`config.mk`:
```
export PLATFORM = sky130hd
export DESIGN_NAME = gb5_conv
export DESIGN_NICKNAME = d
export VERILOG_FILES = /design/src/hdl/gb5_pkg.sv /design/src/hdl/gb5_conv.sv
export SDC_FILE = /design/constraint.sdc
export NUM_CORES = 2
export LEC_CHECK = 0
export ABC_CLOCK_PERIOD_IN_PS = 11200
export BUFFER_PORTS_ARGS = -buffer_cell sky130_fd_sc_hd__buf_4
export CAP_MARGIN = 40
export CORE_ASPECT_RATIO = 0.7
export CORE_UTILIZATION = 35
export CTS_CLUSTER_DIAMETER = 40
export DETAILED_ROUTE_END_ITERATION = 7
export HOLD_SLACK_MARGIN = 0.15
export SLEW_MARGIN = 10
export SYNTH_ARGS = -nofsm -noshare
export SYNTH_HDL_FRONTEND = slang
export SYNTH_SLANG_ARGS = --single-unit
```
`constraint.sdc`:
```
create_clock -name clk -period 11.2 [get_ports clk]
set_clock_uncertainty 0.15 [all_clocks]
set_input_delay 1.68 -clock clk [delete_from_list [all_inputs] [get_ports clk]]
set_output_delay 1.68 -clock clk [all_outputs]
set_load 0.05 [all_outputs]
```
`src/hdl/gb5_pkg.sv`:
```
// Shared types and constants of the 5x5 Gaussian blur.
// No dependencies; used by gb5_conv and gaussian_blur_5x5_rgb.
`timescale 1ns / 1ps

package gb5_pkg;

	localparam int MAX_WIDTH_DEF = 1024;

	// Output queue sizing: PIPE_DEPTH items may be in flight ahead of the queue
	localparam int FIFO_DEPTH = 8;
	localparam int PIPE_DEPTH = 4;

	localparam logic [10:0] IMG_WIDTH_RESET  = 11'd1024;
	localparam logic [15:0] IMG_HEIGHT_RESET = 16'd1024;

	// Register select on paddr[2]
	localparam logic REG_IMAGE_WIDTH  = 1'b0;
	localparam logic REG_IMAGE_HEIGHT = 1'b1;

	// floor(x / 273) == (x * RECIP_273) >> RECIP_SHIFT for x below 249475
	localparam logic [17:0] RECIP_273   = 18'd245821;
	localparam int          RECIP_SHIFT = 26;

	localparam logic [5:0] KERN [0:4][0:4] = '{
		'{6'd1, 6'd4,  6'd7,  6'd4,  6'd1},
		'{6'd4, 6'd16, 6'd26, 6'd16, 6'd4},
		'{6'd7, 6'd26, 6'd41, 6'd26, 6'd7},
		'{6'd4, 6'd16, 6'd26, 6'd16, 6'd4},
		'{6'd1, 6'd4,  6'd7,  6'd4,  6'd1}
	};

	// Per-request control riding along with the column vector
	typedef struct packed {
		logic       emit;
		logic       last;
		logic [4:0] row_ok;
		logic [4:0] col_ok;
	} tap_ctl_t;

endpackage

```
`src/hdl/gb5_conv.sv`:
```
// Window, weighted sums and divide-by-273 of the 5x5 Gaussian blur.
// Depends on gb5_pkg (kernel, reciprocal, tap_ctl_t).
`timescale 1ns / 1ps

module gb5_conv
	import gb5_pkg::*;
(
	input  logic             clk,
	input  logic             arst_n,
	input  logic             col_valid,
	input  logic [4:0][23:0] col_vec,
	input  tap_ctl_t         col_ctl,
	output logic             res_valid,
	output logic [23:0]      res_pix,
	output logic             res_last
);

	logic [23:0] win_q [0:4][0:4];

	logic        v_s2;
	tap_ctl_t    ctl_s2;
	logic        v_s3;
	logic        emit_s3;
	logic        last_s3;
	logic [14:0] rsum_s3 [0:2][0:4];
	logic        v_s4;
	logic        emit_s4;
	logic        last_s4;
	logic [16:0] tot_s4 [0:2];

	logic [14:0] rsum [0:2][0:4];
	logic [16:0] tot  [0:2];
	logic [34:0] prod [0:2];

	// Shift the window left by one column, new column enters on the right
	always_ff @(posedge clk or negedge arst_n) begin
		if (!arst_n) begin
			for (int i = 0; i < 5; i++) begin
				for (int j = 0; j < 5; j++) begin
					win_q[i][j] <= '0;
				end
			end
		end else if (col_valid) begin
			for (int i = 0; i < 5; i++) begin
				for (int j = 0; j < 4; j++) begin
					win_q[i][j] <= win_q[i][j + 1];
				end
				win_q[i][4] <= col_vec[i];
			end
		end
	end

	// Row sums per channel, taps outside the frame dropped
	always_comb begin
		logic [7:0] p;
		for (int c = 0; c < 3; c++) begin
			for (int i = 0; i < 5; i++) begin
				rsum[c][i] = '0;
				for (int j = 0; j < 5; j++) begin
					p = (ctl_s2.row_ok[i] && ctl_s2.col_ok[j]) ? win_q[i][j][8*c +: 8] : 8'd0;
					rsum[c][i] = rsum[c][i] + 15'(KERN[i][j]) * 15'(p);
				end
			end
		end
	end

	always_comb begin
		for (int c = 0; c < 3; c++) begin
			tot[c] = '0;
			for (int i = 0; i < 5; i++) begin
				tot[c] = tot[c] + 17'(rsum_s3[c][i]);
			end
		end
	end

	always_comb begin
		for (int c = 0; c < 3; c++) begin
			prod[c] = 35'(tot_s4[c]) * 35'(RECIP_273);
			res_pix[8*c +: 8] = prod[c][RECIP_SHIFT +: 8];
		end
	end

	assign res_valid = v_s4 && emit_s4;
	assign res_last  = last_s4;

	always_ff @(posedge clk or negedge arst_n) begin
		if (!arst_n) begin
			v_s2 <= 1'b0;
			v_s3 <= 1'b0;
			v_s4 <= 1'b0;
		end else begin
			v_s2 <= col_valid;
			v_s3 <= v_s2;
			v_s4 <= v_s3;
		end
	end

	always_ff @(posedge clk) begin
		ctl_s2  <= col_ctl;
		emit_s3 <= ctl_s2.emit;
		last_s3 <= ctl_s2.last;
		rsum_s3 <= rsum;
		emit_s4 <= emit_s3;
		last_s4 <= last_s3;
		tot_s4  <= tot;
	end

endmodule

```
==> metrics.cfg <==
[yosys]
ys_top_cells_by_area=fa_1, dfrtp_1, ha_1
synth_cell_types=73
synth_seq_area_share=0.266
ys_ff_latch=877
synth-main-ff-cell=dfrtp_1
synth_top_area_share=0.246
yosysWarnings=0
synth_area_leader_cell=fa_1
avgSynthCellArea_um2=11.1
synth.net_count=9188
syn_area_um2=77500
synth_edf_count=0
ys_async_sr_fraction=0.688
postSynthCellCount=7002

[drt]
ant_nets=0
drt-vias-per-instance=4.75
drt_wl_total_mm=192
wl_per_cell_um=18.8
num_vias=48400
drtPass1Iterations=8
drt_iter0_drc=2906
drc_errors=0

[layout]
layout_commonest_cell=inv_1
area_growth_pct=12.5
nNetsFinal=9322
drive_above_1_share=0.152
fin_area_um2=87200
final_cell_mix=inv_1, ha_1, fa_1

[global_routing]
grtUsageMet3=0.0332
top_usage_layer=met1
grt_pass1_wl_mm=304
gr-usage-met1=0.269
met2_usage=0.256
grt_pass1_vias=51300
grt-ovfl-total=0
antenna_found_initial=14
grt_usage=0.177
grt_max_degree=169

[die]
die_area_um2=223000
initial_core_util=0.352
core_um2=220000
pin_count=161
rows=144
die_width_um=564
die_height_um=396

[outcome]
status=completed

[worst_setup_path]
reg2reg_to=rsum_s3[43]$_DFF_P_
worstPathArrival_ps=6630
crit_start=tot_s4[31]$_DFF_P_
slowest_delay_ps=590
cp_slowest_cell=fa_1
ff2ff_path_depth=30
crit_end=res_pix[15]
crit_cells=20
r2r_slack_ps=3660
cp_max_fo=7
crit_required_ps=9370
cp-end-kind=output port
timing.critical_path.from_type=flop
path_class=reg -> out
worstPathCellList=fa_1 > inv_1 > fa_1 > inv_1 > fa_1 > inv_1 > fa_1 > fa_1 > inv_1 > fa_1 > ha_1 > a21oi_1 > o21ai_0 > a221oi_1 > a21oi_1 > nor4_2 > o31ai_2 > a21oi_1 > xnor2_1 > buf_4
crit_family=adder cells
timing.rr.start=ctl_s2[7]$_DFF_P_
path_common_cell=fa_1
path_buf_inv=5

[placed_design]
gp_congestion=0.907
placed_area_um2=81900
port_buffers=160
dp_slack_ps=3550
hpwl_mm=155

[min_path]
hp-class=reg -> reg
hold_path_depth=0

[sta]
whs_ps=173
final.setup.worst_slack_ps=2740
slew_headroom=0.141
max_freq_mhz=118
fin_crit_ps=8460
setup_tns_ps=0
finalCritPeriodShare=0.755
rsz0062_at_grt=false
finalSetupViolCount=0
hold_viol=0
slew_violations=0
worstMarginPinSlew_ps=1290

[clock_network]
cts_tree=done
ctsResizeCount=0
numCtsBuffers=145
clk_path_buf_depth=3
path_clk_slew_ps=50
post_cts_buffers=0
cts_root_buffer=clkbuf_16
clk-insertion-delay-late_ps=790
hold_buffers=0
htree_levels=4
cts.sinks=877

[run]
drv_cap=0

[kinds of logic after synthesis]
family                   synth area share
adder cells (fa/ha/maj)             0.423
buffers and inverters              0.0814
AND/OR/NAND/NOR                    0.0682
flip-flops                          0.266
multiplexers                       0.0880
AO/OA/AOI/OAI                      0.0442
XOR/XNOR                           0.0293
[through the flow]
step,util,std cells
2_1_floorplan,-,7002
3_3_place_gp,0.372,9903
3_5_place_dp,0.372,9908
4_1_cts,0.396,10200
5_1_grt,0.396,10200
6_report,0.396,10200
[sequential cells by signal (all words and copies together) (netlist names)]
register,cells
emit_s3,1
v_s2,1
win_q,600
ctl_s2,12
last_s3,1
v_s4,1
tot_s4,51
res_last,1
v_s3,1
emit_s4,1
rsum_s3,207
[per-layer routing]
layer  up-vias  share of wire  routed length [µm]
met1     24500           0.50               96700
met5         -        0.00019                  37
met4         6          0.020                3800
met3       203          0.054               10400
li1      22800              -                   -
met2       900           0.42               80700
[cell usage after synthesis (6+ instances only)]
cell type	instances
mux2_2	600
buf_4	24
mux2i_1	6
a31o_2	8
a21o_1	82
o21ai_0	118
xor2_1	55
nand3_1	40
nor2b_1	37
a211oi_1	12
a21oi_1	195
nor2_1	95
dfrtp_1	603
a21boi_0	20
fa_1	951
o211ai_1	9
o21a_1	10
and2_1	27
o21bai_1	36
nand2_1	294
nor3_1	25
nand4_1	14
a31oi_1	10
dfxtp_1	274
xnor2_1	204
nand2b_1	33
and3_1	404
ha_1	1100
or2_2	10
inv_1	1445
clkbuf_1	184
[final cells by class]
type / instances / area, µm²
repair buffers: 198 / 1680
clock buffers: 166 / 3870
clock inverters: 104 / 1320
diodes: 4 / 10.0
inverters: 1445 / 5420
flip-flops and latches: 877 / 20600
multi-input cells: 4469 / 50600
fillers: 21000 / 133000
well taps: 2920 / 3650
[worst min path at each step]
stage	from	endpoint	slack, ps
2_1_floorplan	ctl_s2[11]$_DFF_P_	emit_s3$_DFF_P_	160
3_3_place_gp	last_s3$_DFF_P_	res_last$_DFF_P_	160
3_5_place_dp	emit_s3$_DFF_P_	emit_s4$_DFF_P_	160
4_1_cts	ctl_s2[10]$_DFF_P_	last_s3$_DFF_P_	170
5_1_grt	last_s3$_DFF_P_	res_last$_DFF_P_	180
6_report	last_s3$_DFF_P_	res_last$_DFF_P_	170
Power is left out: the tool's default activity adds up to more than one toggle a clock period on the data nets, which glitch-free logic cannot reach.
